File: src/rtl/stca_pkg.sv
// ============================================================================
// Scroll-to-click accumulator package
// Shared widths, operation codes, register indexes and reset values.
// ============================================================================
package stca_pkg;

    localparam int ACC_WIDTH   = 32;
    localparam int ACC_EXT_W   = ACC_WIDTH + 1;
    localparam int SHAPE_W     = 12;

    localparam int OPCODE_W    = 2;
    localparam int DELTA_W     = 8;
    localparam int ELAPSED_W   = 32;
    localparam int COUNT_W     = 8;
    localparam int HOLD_W      = 16;
    localparam int SHIFT_W     = 5;
    localparam int CURVE_W     = 3;
    localparam int CFG_INDEX_W = 3;
    localparam int CFG_DATA_W  = 16;

    localparam logic [OPCODE_W-1:0] OP_SCROLL = 2'd0;
    localparam logic [OPCODE_W-1:0] OP_TICK   = 2'd1;
    localparam logic [OPCODE_W-1:0] OP_CLEAR  = 2'd2;

    localparam logic [CFG_INDEX_W-1:0] REG_ENABLE          = 3'd0;
    localparam logic [CFG_INDEX_W-1:0] REG_DIV_SHIFT       = 3'd1;
    localparam logic [CFG_INDEX_W-1:0] REG_PENDING_MAX     = 3'd2;
    localparam logic [CFG_INDEX_W-1:0] REG_SCROLL_TO_CLICK = 3'd3;
    localparam logic [CFG_INDEX_W-1:0] REG_CURVE_MODE      = 3'd4;
    localparam logic [CFG_INDEX_W-1:0] REG_HOLD_RELOAD     = 3'd5;

    localparam logic [CURVE_W-1:0] CURVE_LINEAR    = 3'd0;
    localparam logic [CURVE_W-1:0] CURVE_ONE_HALF  = 3'd1;
    localparam logic [CURVE_W-1:0] CURVE_DOUBLE    = 3'd2;
    localparam logic [CURVE_W-1:0] CURVE_SQUARE    = 3'd3;
    localparam logic [CURVE_W-1:0] CURVE_LIN_SQ    = 3'd4;

    localparam logic [ELAPSED_W-1:0] TICK_MIN_US   = 32'd1000;

    localparam logic [SHIFT_W-1:0] DIV_SHIFT_RST   = 5'd3;
    localparam logic [COUNT_W-1:0] PENDING_MAX_RST = 8'd8;
    localparam logic [HOLD_W-1:0]  HOLD_RELOAD_RST = 16'd10;

endpackage

File: src/rtl/scroll_to_click_accumulator_top.sv
// ============================================================================
// Scroll-to-click accumulator
// Shapes wheel deltas into a saturating accumulator, queues whole threshold
// steps as pending clicks and releases them one per expired hold on ticks.
// ============================================================================
// The block takes one transaction per clock cycle while the result side does not
// stall, and presents exactly one result per transaction: the transaction is
// captured in an input register at the accepting edge, and at an edge where the
// result side advances one pass of logic (curve, saturating add, click count by
// shift and minimum, tick handling) updates the state and result registers
// together. Back-pressure on the result side stalls a full input register, so a
// new transaction is taken while one result waits only if that register is empty.
module scroll_to_click_accumulator_top (
    input  logic                                aclk,
    input  logic                                aresetn,
    input  logic                                s_valid,
    output logic                                s_ready,
    input  logic [stca_pkg::OPCODE_W-1:0]       s_opcode,
    input  logic signed [stca_pkg::DELTA_W-1:0] s_scroll_delta,
    input  logic [stca_pkg::ELAPSED_W-1:0]      s_elapsed_us,
    output logic                                m_valid,
    input  logic                                m_ready,
    output logic                                m_click,
    output logic [stca_pkg::COUNT_W-1:0]        m_pending_count,
    output logic [stca_pkg::HOLD_W-1:0]         m_hold_left,
    input  logic                                cfg_valid,
    output logic                                cfg_ready,
    input  logic [stca_pkg::CFG_INDEX_W-1:0]    cfg_index,
    input  logic [stca_pkg::CFG_DATA_W-1:0]     cfg_data
);
    import stca_pkg::*;

    logic                   enable_reg;
    logic [SHIFT_W-1:0]     div_shift_reg;
    logic [COUNT_W-1:0]     pending_max_reg;
    logic                   scroll_to_click_reg;
    logic [CURVE_W-1:0]     curve_mode_reg;
    logic [HOLD_W-1:0]      hold_reload_reg;

    logic                   in_valid_reg;
    logic [OPCODE_W-1:0]    in_opcode_reg;
    logic signed [DELTA_W-1:0] in_delta_reg;
    logic [ELAPSED_W-1:0]   in_elapsed_reg;

    logic                   out_valid_reg;
    logic                   out_click_reg;
    logic                   out_click_next;

    logic [ACC_WIDTH-1:0]   acc_reg;
    logic [ACC_WIDTH-1:0]   acc_next;
    logic [COUNT_W-1:0]     pending_reg;
    logic [COUNT_W-1:0]     pending_next;
    logic [HOLD_W-1:0]      hold_reg;
    logic [HOLD_W-1:0]      hold_next;

    logic                   adv;

    logic signed [SHAPE_W-1:0]   v_ext;
    logic signed [2*DELTA_W-1:0] v_sq;
    logic signed [SHAPE_W-1:0]   shaped;
    logic [ACC_EXT_W-1:0]   sum_ext;
    logic [ACC_WIDTH-1:0]   acc_sat;
    logic                   acc_neg;
    logic [ACC_EXT_W-1:0]   acc_sat_ext;
    logic [ACC_EXT_W-1:0]   mag;
    logic [ACC_EXT_W-1:0]   quot;
    logic [COUNT_W-1:0]     room;
    logic [COUNT_W-1:0]     n_clicks;
    logic [ACC_EXT_W-1:0]   step;
    logic [ACC_EXT_W-1:0]   acc_adj;

    assign adv       = !out_valid_reg || m_ready;
    assign s_ready   = !in_valid_reg || adv;
    assign cfg_ready = 1'b1;

    assign m_valid         = out_valid_reg;
    assign m_click         = out_click_reg;
    assign m_pending_count = pending_reg;
    assign m_hold_left     = hold_reg;

    always_ff @(posedge aclk) begin
        if (!aresetn) begin
            enable_reg          <= 1'b0;
            div_shift_reg       <= DIV_SHIFT_RST;
            pending_max_reg     <= PENDING_MAX_RST;
            scroll_to_click_reg <= 1'b1;
            curve_mode_reg      <= CURVE_LINEAR;
            hold_reload_reg     <= HOLD_RELOAD_RST;
        end else if (cfg_valid && cfg_ready) begin
            case (cfg_index)
                REG_ENABLE:          enable_reg          <= cfg_data[0];
                REG_DIV_SHIFT:       div_shift_reg       <= cfg_data[SHIFT_W-1:0];
                REG_PENDING_MAX:     pending_max_reg     <= cfg_data[COUNT_W-1:0];
                REG_SCROLL_TO_CLICK: scroll_to_click_reg <= cfg_data[0];
                REG_CURVE_MODE:      curve_mode_reg      <= cfg_data[CURVE_W-1:0];
                REG_HOLD_RELOAD:     hold_reload_reg     <= cfg_data[HOLD_W-1:0];
                default: ;
            endcase
        end
    end

    always_ff @(posedge aclk) begin
        if (!aresetn) begin
            in_valid_reg <= 1'b0;
        end else if (s_ready) begin
            in_valid_reg <= s_valid;
        end
    end

    always_ff @(posedge aclk) begin
        if (s_valid && s_ready) begin
            in_opcode_reg  <= s_opcode;
            in_delta_reg   <= s_scroll_delta;
            in_elapsed_reg <= s_elapsed_us;
        end
    end

    always_comb begin
        v_ext = {{(SHAPE_W-DELTA_W){in_delta_reg[DELTA_W-1]}}, in_delta_reg};
        v_sq  = (2*DELTA_W)'(in_delta_reg) * (2*DELTA_W)'(in_delta_reg);
        case (curve_mode_reg)
            CURVE_ONE_HALF: shaped = v_ext + (v_ext >>> 1);
            CURVE_DOUBLE:   shaped = v_ext <<< 1;
            CURVE_SQUARE:   shaped = $signed({1'b0, v_sq[2*DELTA_W-2:4]});
            CURVE_LIN_SQ:   shaped = v_ext + $signed({3'b000, v_sq[2*DELTA_W-2:6]});
            default:        shaped = v_ext;
        endcase
    end

    always_comb begin
        sum_ext = {acc_reg[ACC_WIDTH-1], acc_reg}
                + {{(ACC_EXT_W-SHAPE_W){shaped[SHAPE_W-1]}}, shaped};
        if (sum_ext[ACC_EXT_W-1] != sum_ext[ACC_WIDTH-1]) begin
            acc_sat = sum_ext[ACC_EXT_W-1] ? {1'b1, {(ACC_WIDTH-1){1'b0}}}
                                           : {1'b0, {(ACC_WIDTH-1){1'b1}}};
        end else begin
            acc_sat = sum_ext[ACC_WIDTH-1:0];
        end
        acc_neg     = acc_sat[ACC_WIDTH-1];
        acc_sat_ext = {acc_neg, acc_sat};
        mag         = acc_neg ? (~acc_sat_ext + 1'b1) : acc_sat_ext;
        quot        = mag >> div_shift_reg;
        room        = (pending_reg < pending_max_reg) ? (pending_max_reg - pending_reg)
                                                      : '0;
        if ((|quot[ACC_EXT_W-1:COUNT_W]) || (quot[COUNT_W-1:0] > room)) begin
            n_clicks = room;
        end else begin
            n_clicks = quot[COUNT_W-1:0];
        end
        step    = {{(ACC_EXT_W-COUNT_W){1'b0}}, n_clicks} << div_shift_reg;
        acc_adj = acc_neg ? (acc_sat_ext + step) : (acc_sat_ext - step);
    end

    always_comb begin
        acc_next       = acc_reg;
        pending_next   = pending_reg;
        hold_next      = hold_reg;
        out_click_next = 1'b0;
        case (in_opcode_reg)
            OP_SCROLL: begin
                if (enable_reg) begin
                    acc_next     = acc_adj[ACC_WIDTH-1:0];
                    pending_next = pending_reg + n_clicks;
                    if (n_clicks != '0) begin
                        hold_next = hold_reload_reg;
                    end
                end
            end
            OP_TICK: begin
                if (enable_reg && (pending_reg != '0)) begin
                    if (hold_reg != '0) begin
                        if (in_elapsed_reg >= TICK_MIN_US) begin
                            hold_next = hold_reg - 1'b1;
                        end
                    end else if (scroll_to_click_reg) begin
                        pending_next   = pending_reg - 1'b1;
                        hold_next      = hold_reload_reg;
                        out_click_next = 1'b1;
                    end
                end
            end
            OP_CLEAR: begin
                acc_next     = '0;
                pending_next = '0;
                hold_next    = '0;
            end
            default: ;
        endcase
    end

    always_ff @(posedge aclk) begin
        if (!aresetn) begin
            out_valid_reg <= 1'b0;
            acc_reg       <= '0;
            pending_reg   <= '0;
            hold_reg      <= '0;
        end else if (adv) begin
            out_valid_reg <= in_valid_reg;
            if (in_valid_reg) begin
                acc_reg     <= acc_next;
                pending_reg <= pending_next;
                hold_reg    <= hold_next;
            end
        end
    end

    always_ff @(posedge aclk) begin
        if (adv && in_valid_reg) begin
            out_click_reg <= out_click_next;
        end
    end

    // A result only appears after a transaction sat in the input register.
    assert property (@(posedge aclk) disable iff (!aresetn)
        $rose(out_valid_reg) |-> $past(in_valid_reg))
        else $error("result appeared without a transaction in the input register");

    // A released click always leaves a freshly reloaded hold.
    assert property (@(posedge aclk) disable iff (!aresetn)
        (out_valid_reg && out_click_reg) |-> (hold_reg == hold_reload_reg))
        else $error("click released without reloading the hold counter");

    // A clear transaction zeroes the accumulator, pending count and hold counter.
    assert property (@(posedge aclk) disable iff (!aresetn)
        (adv && in_valid_reg && (in_opcode_reg == OP_CLEAR))
        |=> ((acc_reg == '0) && (pending_reg == '0) && (hold_reg == '0)))
        else $error("clear transaction left state behind");

    // A scroll never lifts the pending count past the cap.
    assert property (@(posedge aclk) disable iff (!aresetn)
        (adv && in_valid_reg && (in_opcode_reg == OP_SCROLL)
         && (pending_reg <= pending_max_reg))
        |=> (pending_reg <= $past(pending_max_reg)))
        else $error("pending count exceeded its cap after a scroll");

endmodule
File: config.mk
export PLATFORM = sky130hd
export DESIGN_NAME = scroll_to_click_accumulator_top
export DESIGN_NICKNAME = d
export VERILOG_FILES = /design/src/rtl/stca_pkg.sv /design/src/rtl/scroll_to_click_accumulator_top.sv
export SDC_FILE = /design/constraint.sdc
export NUM_CORES = 1
export LEC_CHECK = 0
export BUFFER_PORTS_ARGS = -buffer_cell sky130_fd_sc_hd__buf_2
export CAP_MARGIN = 20
export CORE_MARGIN = 10
export CORE_UTILIZATION = 40
export CTS_BUF_LIST = sky130_fd_sc_hd__clkbuf_4 sky130_fd_sc_hd__clkbuf_8
export DETAILED_ROUTE_END_ITERATION = 6
export GPL_TIMING_DRIVEN = 0
export HOLD_SLACK_MARGIN = 0.02
export MAX_ROUTING_LAYER = met4
export PLACE_DENSITY_LB_ADDON = 0.15
export REMOVE_ABC_BUFFERS = 1
export SLEW_MARGIN = 10
export SYNTH_ARGS = -nofsm -noshare
export SYNTH_HDL_FRONTEND = slang
export SYNTH_SLANG_ARGS = --single-unit
File: constraint.sdc
create_clock -name aclk -period 28.4 [get_ports aclk]
set_input_delay 2.84 -clock aclk [delete_from_list [all_inputs] [get_ports aclk]]
set_output_delay 2.84 -clock aclk [all_outputs]
set_load 0.02 [all_outputs]
# After elaboration in Yosys (flattened, before gate mapping)

Cells that the tools add are included.

Add/sub/neg operators: 10
Reduce and logical (&&, ||, !) cells: 26
Multipliers: 1
Equal/unequal tests: 19
Bitwise logic cells: 3
Multiplexer cells: 22
Shift-type cells: 2
$lt $le $gt $ge: 3

Operator list:

| operator                | number |
|---|---|
| $mux W32                | 4 |
| $mux W16                | 6 |
| $pmux W32 S2            | 1 |
| $mux W8                 | 6 |
| $pmux W12 S4            | 1 |
| $pmux W16 S3            | 1 |
| $add A32 B12 Y33        | 1 |
| $add A33 B1 Y33 const B | 1 |
| $mux W33                | 1 |
| $not A33 Y33            | 1 |
| $shr A33 B5 Y33         | 1 |
| $add A32 B32 Y32        | 1 |
| $ge A32 B10 Y1 const B  | 1 |
| $shl A8 B5 Y32          | 1 |
| $sub A32 B32 Y32        | 1 |
| $reduce_or A25 Y1       | 1 |
| $pmux W8 S3             | 1 |
| $reduce_bool A16 Y1     | 1 |
| $reduce_bool A8 Y1      | 2 |
| $sub A16 B1 Y16 const B | 1 |
| $mul A8 B8 Y15          | 1 |
| $eq A3 B2 Y1 const B    | 4 |
| $reduce_and A2 Y1       | 6 |
| $add A8 B10 Y11         | 1 |
| other kinds (26)        | 40 |

Word-level logic and storage cells: 101
Register bits: 135
Bits of input ports: 66

# Logic depth before layout (Yosys ltp)

Gate-level depths: netlist (run 1).

Word-level depth: 18
Gate-level depth with buffers: 102
Depth with buffers taken out: 101

# Worst setup path after synthesis (run 1)

No wires, ideal clock.

Kind: register to register
From: reg in_delta_reg[7]
To: reg acc_reg[31]
Required time: 28.331 ns
Stages on the path, launching flop included: 95
Setup slack: 9.425 ns
Setup time: 0.069 ns
Period minus slack after synthesis: 18.975 ns
Arrival time: 18.906 ns
Cell sequence: edfxtp_1 clkbuf_1 clkbuf_1 nor2b_1 fa_1 fa_1 fa_1 inv_1 fa_1 inv_1 ha_1 a21oi_1 o21bai_1 a21oi_1 xnor2_1 ha_1 inv_1 o21bai_1 (+59 left out) o21ai_0 a21oi_1 o21ai_0 a21oi_1 o21ai_0 o211a_1 o211ai_1 a31oi_1 a31o_2 a21o_1 a21o_1 a21o_1 and4_1 a2111oi_0 o21bai_1 a21oi_1 xor3_1 o21ai_1

Cells in the longest elaborated chain, start to end: 18
Elaborated cells between the ends (all ways): 22

Ends and longest elaborated chain:

| item                                                 | line                                                                           | RTL |
|---|---|---|
| from (decl)                                          | scroll_to_click_accumulator_top.sv:42                                          | `logic signed [DELTA_W-1:0] in_delta_reg;` |
| from (signal assigned)                               | scroll_to_click_accumulator_top.sv:113                                         | `in_delta_reg <= s_scroll_delta;` |
| $mul A8 B8 Y15                                       | scroll_to_click_accumulator_top.sv:120                                         | `v_sq = (2*DELTA_W)'(in_delta_reg) * (2*DELTA_W)'(in_delta_reg);` |
| $add A8 B10 Y11                                      | scroll_to_click_accumulator_top.sv:125                                         | `CURVE_LIN_SQ: shaped = v_ext + $signed({3'b000, v_sq[2*DELTA_W-2:6]});` |
| $pmux W12 S4 *                                       | scroll_to_click_accumulator_top.sv:121                                         | `case (curve_mode_reg)` |
| $add A32 B12 Y33 *                                   | scroll_to_click_accumulator_top.sv:132                                         | `+ {{(ACC_EXT_W-SHAPE_W){shaped[SHAPE_W-1]}}, shaped};` |
| $mux W32 or $ne A1 B1 Y1 (tied branches)             | scroll_to_click_accumulator_top.sv:134, scroll_to_click_accumulator_top.sv:133 |  |
| $mux W32 *                                           | scroll_to_click_accumulator_top.sv:133                                         | `if (sum_ext[ACC_EXT_W-1] != sum_ext[ACC_WIDTH-1]) begin` |
| $not A33 Y33                                         | scroll_to_click_accumulator_top.sv:141                                         | `mag = acc_neg ? (~acc_sat_ext + 1'b1) : acc_sat_ext;` |
| $add A33 B1 Y33                                      | scroll_to_click_accumulator_top.sv:141                                         |  |
| (+2 left out)                                        | --                                                                             |  |
| $gt A8 B8 Y1 or $reduce_or A25 Y1 (tied branches)    | scroll_to_click_accumulator_top.sv:145                                         | `if ((\|quot[ACC_EXT_W-1:COUNT_W]) \|\| (quot[COUNT_W-1:0] > room)) begin` |
| $logic_or A1 B1 Y1                                   | scroll_to_click_accumulator_top.sv:145                                         |  |
| $mux W8                                              | scroll_to_click_accumulator_top.sv:145                                         |  |
| $shl A8 B5 Y32                                       | scroll_to_click_accumulator_top.sv:150                                         | `step = {{(ACC_EXT_W-COUNT_W){1'b0}}, n_clicks} << div_shift_reg;` |
| $sub A32 B32 Y32 or $add A32 B32 Y32 (tied branches) | scroll_to_click_accumulator_top.sv:151                                         | `acc_adj = acc_neg ? (acc_sat_ext + step) : (acc_sat_ext - step);` |
| $mux W32 *                                           | scroll_to_click_accumulator_top.sv:151                                         |  |
| $mux W32 *                                           | scroll_to_click_accumulator_top.sv:161                                         | `if (enable_reg) begin` |
| $pmux W32 S2 *                                       | scroll_to_click_accumulator_top.sv:159                                         | `case (in_opcode_reg)` |
| to (signal assigned)                                 | scroll_to_click_accumulator_top.sv:200                                         | `acc_reg <= acc_next;` |
| to (decl)                                            | scroll_to_click_accumulator_top.sv:49                                          | `logic [ACC_WIDTH-1:0] acc_reg;` |

Mark *: on every way between the ends. The rest lies on a longest branch, timed or not. The select of a mux whose other input is x is not followed.
A chain may end at the register's enable or synchronous reset.

# Final worst setup path (run 1)

Same ends and word-level chain as after synthesis.

==> results of run 1 <==
[worst max-delay path, delay by kind of cell, from the launching register on]
kind	cells	cell delay, ps
buffers and inverters	9	1170
adder cells (fa/ha/maj)	12	4320
flip-flops	1	910
AO/OA/AOI/OAI	53	13030
XOR/XNOR	4	930
AND/OR/NAND/NOR	16	3670
multiplexers	2	780
[synth_stat cells (9+ instances only)]
cell type | instances | area share (%)
nor3_1 | 65 | 1.8
ha_1 | 138 | 9.3
buf_2 | 16 | 0.43
mux2_2 | 17 | 1.0
a211o_1 | 9 | 0.42
o21ai_0 | 104 | 2.8
nand4_1 | 32 | 1.1
nor2b_1 | 81 | 2.7
a31oi_1 | 28 | 0.94
and3_1 | 24 | 0.81
nand2_1 | 266 | 5.4
o21a_1 | 23 | 0.93
o21ai_1 | 27 | 0.73
edfxtp_1 | 40 | 6.5
nor2_1 | 198 | 4.0
o211a_1 | 11 | 0.59
a21oi_1 | 156 | 4.2
buf_1 | 18 | 0.36
o22ai_1 | 15 | 0.50
or3_1 | 12 | 0.40
mux2i_1 | 53 | 2.9
fa_1 | 45 | 4.8
o21bai_1 | 16 | 0.65
xor2_1 | 50 | 2.4
o31ai_1 | 10 | 0.40
a21boi_0 | 33 | 1.3
a211oi_1 | 23 | 0.93
nor3b_1 | 10 | 0.40
dfxtp_1 | 92 | 9.9
or2_2 | 9 | 0.30
nand3_1 | 64 | 1.7
nor4_1 | 26 | 0.88
o2111ai_1 | 10 | 0.47
o211ai_1 | 27 | 1.1
a22oi_1 | 43 | 1.7
and2_1 | 34 | 1.1
xnor2_1 | 70 | 3.3
nand2b_1 | 30 | 1.0
clkbuf_1 | 90 | 1.8
inv_1 | 146 | 2.9
a21o_1 | 47 | 1.9
mux4_2 | 16 | 1.9
a2bb2oi_1 | 13 | 0.61
[metrics by stage]
step	hold WS (ps)	util [%]	instance area (sq um)	setup slack (ps)	instances
final	470	43.6	19900	3500	3044
after global routing	503	43.6	19900	1570	3044
after CTS	473	43.5	19900	3760	3042
after detailed placement	462	42.7	19500	3910	3010
after global placement	456	42.1	19200	2030	2996
after floorplan	439	-	18000	8090	2307
[cell usage in the layout (no fill, tap or decap), drive strengths merged, types with 26 or more instances in the layout]
master  count
nand2     266
nor2      201
a21oi     160
inv       155
ha        138
o21ai     134
buf       104
dfxtp      92
nor2b      82
xnor2      70
nor3       69
nand3      67
mux2i      53
xor2       50
a21o       47
fa         45
a22oi      43
edfxtp     40
a21boi     35
and2       34
nand4      32
nand2b     30
a31oi      30
o211ai     30
nor4       28
a211oi     26
[layout make-up]
type                       instances  area share (%)
multi-input combinational       2025            72.7
sequential                       132            15.3
tap                              600            3.77
timing repair buffer             104            3.46
inverter                         150            2.83
clock buffer                      19            1.28
clock inverter                    13           0.604
antenna                            1          0.0126
[how the worst max path moves through the flow]
stage,end,start,slack (ps)
final,acc_reg[31]$_SDFFE_PN0P_,in_delta_reg[7]$_DFFE_PP_,3500
after global routing,acc_reg[30]$_SDFFE_PN0P_,in_delta_reg[7]$_DFFE_PP_,1570
after detailed placement,acc_reg[31]$_SDFFE_PN0P_,in_delta_reg[7]$_DFFE_PP_,3910
after CTS,acc_reg[31]$_SDFFE_PN0P_,in_delta_reg[7]$_DFFE_PP_,3760
after global placement,acc_reg[31]$_SDFFE_PN0P_,in_delta_reg[7]$_DFFE_PP_,2030
after floorplan,acc_reg[31]$_SDFFE_PN0P_,in_delta_reg[7]$_DFFE_PP_,8090
[layer usage]
layer,track usage (%),part of all wire [%],vias up
met1,29.7,47,8900
met4,5.00,1.6,0
met3,2.48,5.0,58
li1,-,-,8932
met5,-,0,-
met2,34.7,46,557
[logic make-up (layout without fill, tap and decap cells)]
family / after synthesis / after routing / share of synthesized area (%)
xor+xnor: 121 / 121 / 5.78
other cells: 1 / 2 / 0.0202
buf+inv: 283 / 286 / 6.07
simple gates: 899 / 899 / 23.9
fa+ha+maj: 183 / 183 / 14.1
compound gates: 732 / 732 / 27.7
mux: 89 / 89 / 6.01
flops: 132 / 132 / 16.4
[power breakdown]
part           internal [mW]  leakage, nW  switching [mW]
Combinational          0.599         6.80           0.925
Clock                 0.0735        0.195          0.0858
Sequential             0.205         1.14          0.0115
==> qor.csv, run 1 <==
metric,value,unit
DP HPWL,47800,um
"Avg Cell Area, Syn",7.62,sq um
Critical-path top delay cell,edfxtp_1,
share of layout cells above drive strength 1,10.4,%
Cell Rows,78,
Syn-to-layout area delta,7.05,%
Final Cycle Share,87.7,%
terminus of the critical flop-to-flop path,acc_reg[31]$_SDFFE_PN0P_,
GP Congestion,0.915,
global-route wire length before repair,98600,um
Post-route DRC,0,
run status,finished clean,
clock latency on the worst-skew pair,490,ps
worst reg2reg path startpoint,in_delta_reg[7]$_DFFE_PP_,
footprint of the multi-input gates,0.0145,sq mm
max FFs per register,32,
Critical Path Start Type,flip-flop,
core area,0.0457,sq mm
"Seq/Total Area, Yosys",16.4,%
"Top cell by count, worst path",a21oi_1,
wire per inst,20.2,um
via count,18400,
"FF+latch count, synth",132,
async set-reset flop share out of synthesis,0,%
CP max stage delay,910,ps
Register Area,0.00305,sq mm
CTS tree,built,
cells on worst reg2reg path,96,
max-cap viol count,0,
power per cell area,95.5,mW/mm^2
Total GRT Usage,22.0,%
Netlist cell types,113,
die footprint,0.0555,sq mm
ys flop type,dfxtp_1,
Max VDD drop,83.1,uV
# H-tree levels,4,
CTS Hold Bufs,0,
initial drt markers,1337,
Final #Nets,2679,
kind of critical path,reg2reg,
starting density of the core,40.7,%
overall die width,236,um
worst rel slew slack,29.1,%
RSZ-0062 raised after global routing,false,
Syn Inst Count,2440,
min-delay src,hold_reload_reg[13]$_SDFFE_PN0P_,
clk buf depth,2,
"EDFF count, synth",40,
drt total wl,61400,um
drt pass-1 iters,5,
Setup-failing EPs final,0,
fin. max-slew vios,0,
CP arrival,25340,ps
die span in y,236,um
TritonCTS buffer count,17,
CP Capture Type,flip-flop,
setup TNS,0,ps
Clock Skew,19.1,ps
Leak,8.14,nW
Overflow after GRT,0,
Hold WC Path Type,reg2reg,
vias in the first global route,17700,
Worst-Margin Slew,1060,ps
"Setup Fix Bufs, Post-CTS",0,
clock tree root driver cell,clkbuf_8,
Routed Antenna Nets,0,
Ys Warns,0,
Min-Delay Endpoint,hold_reload_reg[13]$_SDFFE_PN0P_,
Tot Pwr,1.90,mW
crit path max fanout,47,
post-synthesis cell area,0.0186,sq mm
IO Port Bufs,89,
I/O pin cnt,94,
Fmax achieved,40.2,MHz
fillcell total,4778,
fin crit period,24900,ps
clk slew on worst S/H paths,90,ps
post-CTS sizing,0,
r2r setup slk,3500,ps
drt via density,6.06,
antenna violations before repair,2,
Sink Count,132,
Worst Path Required,28830,ps
worst hold stages,2,
Final Hold Vio Count,0,
largest net degree at the start of global routing,87,
(Power assumes the default switching activity.)
==> run 2: changes to the inputs <==
- clock period: 28.4 -> 25.9 ns (I/O delays scaled with it)
==> qor.csv, run 2 (synthesis gave the netlist of run 1 again) <==
metric,value,unit
DP HPWL,47800,um
Placed Area,0.0195,sq mm
CTS tree,built,
max-cap viol count,0,
Comb pwr share,80.3,%
crit path max fanout,47,
clock latency on the worst-skew pair,490,ps
fin crit period,23840,ps
clock tree root driver cell,clkbuf_8,
core area,0.0457,sq mm
Non-Filler Instances,3046,
worst rel slew slack,27.5,%
final setup margin,2060,ps
starting density of the core,40.7,%
global-route wire length before repair,98600,um
final instance area,0.0200,sq mm
worst hold stages,2,
Worst Path Required,26290,ps
"commonest non-fill, non-tap cell in the layout",nand2_1,
vias in the first global route,17700,
Overflow after GRT,0,
Hold WC Path Type,reg2reg,
fillcell total,4773,
power per cell area,105,mW/mm^2
Placed Cells,3010,
drt pass-1 iters,5,
Register Area,0.00305,sq mm
share of layout cells above drive strength 1,10.8,%
wire per inst,20.2,um
Final Cycle Share,92.0,%
Max VDD drop,91.1,uV
"Top cell by count, worst path",o21ai_0,
initial drt markers,1398,
CP arrival,24230,ps
GP Congestion,0.915,
Critical Path Start Type,flip-flop,
Routed Antenna Nets,0,
drt via density,6.03,
TritonCTS buffer count,17,
sequential share of power,11.3,%
CP Capture Type,flip-flop,
# H-tree levels,4,
cells on worst reg2reg path,96,
fin. max-slew vios,0,
Fmax achieved,41.9,MHz
kind of critical path,reg2reg,
most frequent cells in the layout,"265 x nand2_1, 196 x nor2_1, 154 x a21oi_1",
Sw Ratio,53.9,%
run status,finished clean,
footprint of the multi-input gates,0.0145,sq mm
Worst-Margin Slew,1080,ps
clk slew on worst S/H paths,90,ps
CP max stage delay,760,ps
Total GRT Usage,22.0,%
worst hold slack,470,ps
clock power share,8.4,%
Cell Rows,78,
Final Hold Vio Count,0,
Post-route DRC,0,
Sink Count,132,
Leak,8.15,nW
die footprint,0.0555,sq mm
Syn-to-layout area delta,7.34,%
via count,18400,
pre-CTS WS,1410,ps
IO Port Bufs,89,
largest net degree at the start of global routing,87,
"Core Util, Final",43.7,%
antenna violations before repair,1,
Critical-path top delay cell,edfxtp_1,
RSZ-0062 raised after global routing,false,
Clock Skew,20.3,ps
Final #Nets,2681,
max FFs per register,32,
die span in y,236,um
clk buf depth,2,
P_int,963,uW
Setup-failing EPs final,0,
drt total wl,61400,um
sw power,1.12,mW
I/O pin cnt,94,
overall die width,236,um
-- run 2: cell types whose count changed in the layout (fill, tap and decap cells not counted), sizes merged --
cell	before	now
buf	104	106
-- run 2: power by group through the flow --
stage / combinational (mW) / clock (mW) / sequential (mW)
after floorplan: 1.24 / 0 / 0.240
after global placement: 1.62 / 0 / 0.243
after detailed placement: 1.65 / 0 / 0.242
after CTS: 1.66 / 0.181 / 0.237
after global routing: 1.87 / 0.191 / 0.238
final: 1.68 / 0.175 / 0.237
-- run 2: cell type report --
cell class,instances,share of cell area [%]
Multi-Input combinational cell,2025,72.7
Tap cell,600,3.76
Timing Repair Buffer,106,3.52
Clock buffer,19,1.28
Sequential cell,132,15.3
Clock inverter,13,0.602
Inverter,150,2.82
Antenna cell,1,0.0125
-- run 2: final timing paths --
| kind | start | endpoint | slack [ps] |
|---|---|---|---|
| hold reg to reg | hold_reload_reg[13]$_SDFFE_PN0P_ | hold_reload_reg[13]$_SDFFE_PN0P_ | 470 |
| hold / removal | hold_reload_reg[13]$_SDFFE_PN0P_ | hold_reload_reg[13]$_SDFFE_PN0P_ | 470 |
| setup reg to reg | in_delta_reg[1]$_DFFE_PP_ | acc_reg[30]$_SDFFE_PN0P_ | 2060 |
| setup / recovery | in_delta_reg[1]$_DFFE_PP_ | acc_reg[30]$_SDFFE_PN0P_ | 2060 |
-- run 2: per-stage QoR --
step / setup TNS [ps] / total power [mW]
3_3_place_gp: -1590 / 1.86
3_5_place_dp: 0 / 1.89
2_1_floorplan: 0 / 1.48
5_1_grt: 0 / 2.29
4_1_cts: 0 / 2.08
6_report: 0 / 2.09
-- run 2: what timing repair did --
action,4_1_cts,5_1_grt
buffers inserted,0,2
hold endpoints to repair,0,0
gates resized for setup,0,7
setup endpoints to repair,0,6
hold buffers,0,0
-- run 2: worst max-delay path, delay by kind of cell (launching register included) --
| kind | cells | cell delay, ps |
|---|---|---|
| compound gates | 51 | 11790 |
| fa+ha+maj | 11 | 4050 |
| mux | 2 | 780 |
| simple gates | 19 | 4270 |
| buf+inv | 8 | 1060 |
| flops | 1 | 760 |
| xor+xnor | 5 | 990 |
-- run 2: per-layer routing --
layer | GRT usage, % | vias to the layer above | wire [um]
met5 | - | - | 0
met4 | 5.00 | 0 | 977
met3 | 2.48 | 54 | 2930
met2 | 34.7 | 542 | 28500
met1 | 29.7 | 8842 | 29100
li1 | - | 8935 | -
==> run 3: changes to the inputs <==
- ABC_AREA: default -> 1
- PLACE_DENSITY_LB_ADDON: 0.15 -> default
==> qor.csv, run 3 <==
metric,value,unit
CTS Hold Bufs,0,
CP max stage delay,870,ps
Setup-failing EPs final,0,
initial drt markers,1274,
overall die width,228,um
"EDFF count, synth",40,
worst rel slew slack,29.7,%
CTS tree,built,
async set-reset flop share out of synthesis,0,%
P_int,935,uW
Final Hold Vio Count,0,
adder-cell share of the synthesized area,15.2,%
terminus of the critical flop-to-flop path,acc_reg[30]$_SDFFE_PN0P_,
TritonCTS buffer count,17,
wire per inst,15.1,um
Syn Inst Count,2847,
largest net degree at the start of global routing,58,
post-synthesis compound-gate area fraction,12.6,%
"Avg Cell Area, Syn",6.09,sq um
most instantiated library cell after synthesis,nand2_1,
Critical Path Start Type,flip-flop,
drt pass-1 iters,6,
RSZ-0062 raised after global routing,false,
Syn-to-layout area delta,7.37,%
sequential share of power,10.9,%
pre-CTS WS,5460,ps
worst reg2reg path startpoint,in_delta_reg[7]$_DFFE_PP_,
Netlist cell types,65,
drt total wl,52500,um
worst hold stages,2,
main combinational cell family by area after synthesis,simple AND/OR/NAND/NOR gates,
Min-Delay Endpoint,hold_reload_reg[3]$_SDFFE_PN1P_,
clock latency on the worst-skew pair,480,ps
fillcell total,4706,
IO Port Bufs,89,
"area leader, netlist",nand2_1,
Hold WC Path Type,reg2reg,
GP Congestion,0.955,
vias in the first global route,16900,
crit path max fanout,27,
clock tree root driver cell,clkbuf_8,
ys flop type,dfxtp_1,
Worst path top cell family by delay,simple AND/OR/NAND/NOR gates,
clk buf depth,2,
max FFs per register,32,
# H-tree levels,4,
starting density of the core,40.3,%
Critical-path top delay cell,clkinv_1,
CP arrival,20770,ps
clock power share,7.9,%
Final #Nets,3123,
min-delay src,hold_reload_reg[3]$_SDFFE_PN1P_,
"Top cell by count, worst path",nand2_1,
"top cells by area, synth","nand2_1 17%, dfxtp_1 11%, ha_1 10%",
via count,17900,
I/O pin cnt,94,
cells on worst reg2reg path,115,
die span in y,228,um
Sw Ratio,58.4,%
kind of critical path,reg2reg,
post-CTS sizing,0,
Buf/Inv on CP,23,
clk slew on worst S/H paths,90,ps
Worst Path Required,26250,ps
global-route wire length before repair,85900,um
Worst-Margin Slew,1050,ps
share of layout cells above drive strength 1,8.04,%
"commonest non-fill, non-tap cell in the layout",nand2_1,
most frequent cells in the layout,"784 x nand2_1, 419 x inv_1, 301 x nand3_1",
Max VDD drop,47.9,uV
drt via density,5.14,
"Seq/Total Area, Yosys",17.5,%
list of most frequent post-synthesis cells,"784 x nand2_1, 424 x inv_1, 301 x nand3_1, 275 x nor2_1, 173 x a21oi_1",
Clock Skew,21.7,ps
post-synthesis mux area share,0.115,%
run status,finished clean,
max-cap viol count,0,
share of the synthesized area in the top cell type,17.0,%
Comb pwr share,81.2,%
Final Cycle Share,78.8,%
final setup margin,5480,ps
DP HPWL,43200,um
setup TNS,0,ps
core area,0.0430,sq mm
XOR/XNOR share of the synthesized area,3.88,%
Leak,9.77,nW
Overflow after GRT,0,
Sink Count,132,
Post-route DRC,0,
Fmax achieved,49.0,MHz
fin. max-slew vios,0,
Total GRT Usage,20.4,%
CP Capture Type,flip-flop,
Ys Warns,0,
Routed Antenna Nets,0,
die footprint,0.0521,sq mm
Cell Rows,76,
r2r setup slk,5480,ps
power per cell area,121,mW/mm^2
Tot Pwr,2.25,mW
simple-gate share of the synthesized area,38.8,%
"FF+latch count, synth",132,
antenna violations before repair,2,
"Setup Fix Bufs, Post-CTS",0,
sw power,1.31,mW
fin crit period,20420,ps
post-synthesis cell area,0.0173,sq mm
-- run 3: cell types whose count changed after synthesis, sizes merged, moves of 26 or more --
cell    delta
nand2    +533
xnor2     -33
nor2b     -82
mux2i     -51
a22oi     -42
nand2b    -30
a21o      -41
nor2      +91
a21boi    -35
clkbuf    -40
and2      -26
nor3      -41
inv      +289
nand3    +247
-- run 3: per-stage QoR --
stage / hold slack (ps) / utilization, % / cell area (sq um) / instances
finish: 472 / 43.3 / 18600 / 3474
CTS: 474 / 43.3 / 18600 / 3471
detailed placement: 452 / 42.4 / 18200 / 3439
floorplan: 424 / - / 16900 / 2761
global placement: 445 / 42.1 / 18100 / 3435
global route: 485 / 43.3 / 18600 / 3474
-- run 3: power by group through the flow --
stage,Clock [mW],Sequential (mW),Combinational [mW]
final,0.178,0.246,1.83
after global routing,0.192,0.248,2.10
after CTS,0.185,0.245,1.82
after detailed placement,0,0.250,1.80
after global placement,0,0.250,1.78
after floorplan,0,0.247,1.39
-- run 3: worst max path at each step --
| stage | slack (ps) | endpoint | start | depth (start not counted) |
|---|---|---|---|---|
| floorplan | 7930 | acc_reg[30]$_SDFFE_PN0P_ | in_delta_reg[7]$_DFFE_PP_ | 113 |
| finish | 5480 | acc_reg[30]$_SDFFE_PN0P_ | in_delta_reg[7]$_DFFE_PP_ | 115 |
| detailed placement | 5460 | acc_reg[30]$_SDFFE_PN0P_ | in_delta_reg[7]$_DFFE_PP_ | 115 |
| CTS | 5370 | acc_reg[30]$_SDFFE_PN0P_ | in_delta_reg[7]$_DFFE_PP_ | 115 |
| global placement | 3490 | acc_reg[30]$_SDFFE_PN0P_ | in_delta_reg[7]$_DFFE_PP_ | 111 |
| global route | 3050 | acc_reg[30]$_SDFFE_PN0P_ | in_delta_reg[7]$_DFFE_PP_ | 120 |
-- run 3: layout make-up --
class	count	area (sq um)	area share [%]
multi-input cells	2188	12300	65.8
flip-flops and latches	132	3050	16.4
inverters	441	1660	8.89
well taps	585	732	3.93
repair buffers	94	531	2.85
clock buffers	17	234	1.26
clock inverters	15	163	0.874
diodes	2	5.00	0.0269
-- run 3: worst register-to-register path: cells and delay by family (launching register included) --
family	cells	cell delay, ps
and+or+nand+nor	49	5840
AOI/OAI and AO/OA	29	5740
xor gates and xnor gates	2	340
adders and majority gates	12	4700
buffers and inverters	23	2880
DFF	1	780
-- run 3: cells by family (layout without fill, tap and decap cells) --
| kind of cell | after synthesis | after routing |
|---|---|---|
| simple gates | 1531 | 1531 |
| buf+inv | 527 | 567 |
| compound gates | 395 | 395 |
| fa+ha+maj | 183 | 183 |
| flops | 132 | 132 |
| xor+xnor | 76 | 76 |
| mux | 2 | 2 |
| other cells | 1 | 3 |
-- run 3: layer usage --
layer	vias up	routed length [um]	global-route usage [%]
met4	0	1190	6.02
met3	66	1790	1.87
met5	-	0	-
met2	378	24600	33.5
li1	9238	-	-
met1	8169	24900	26.1
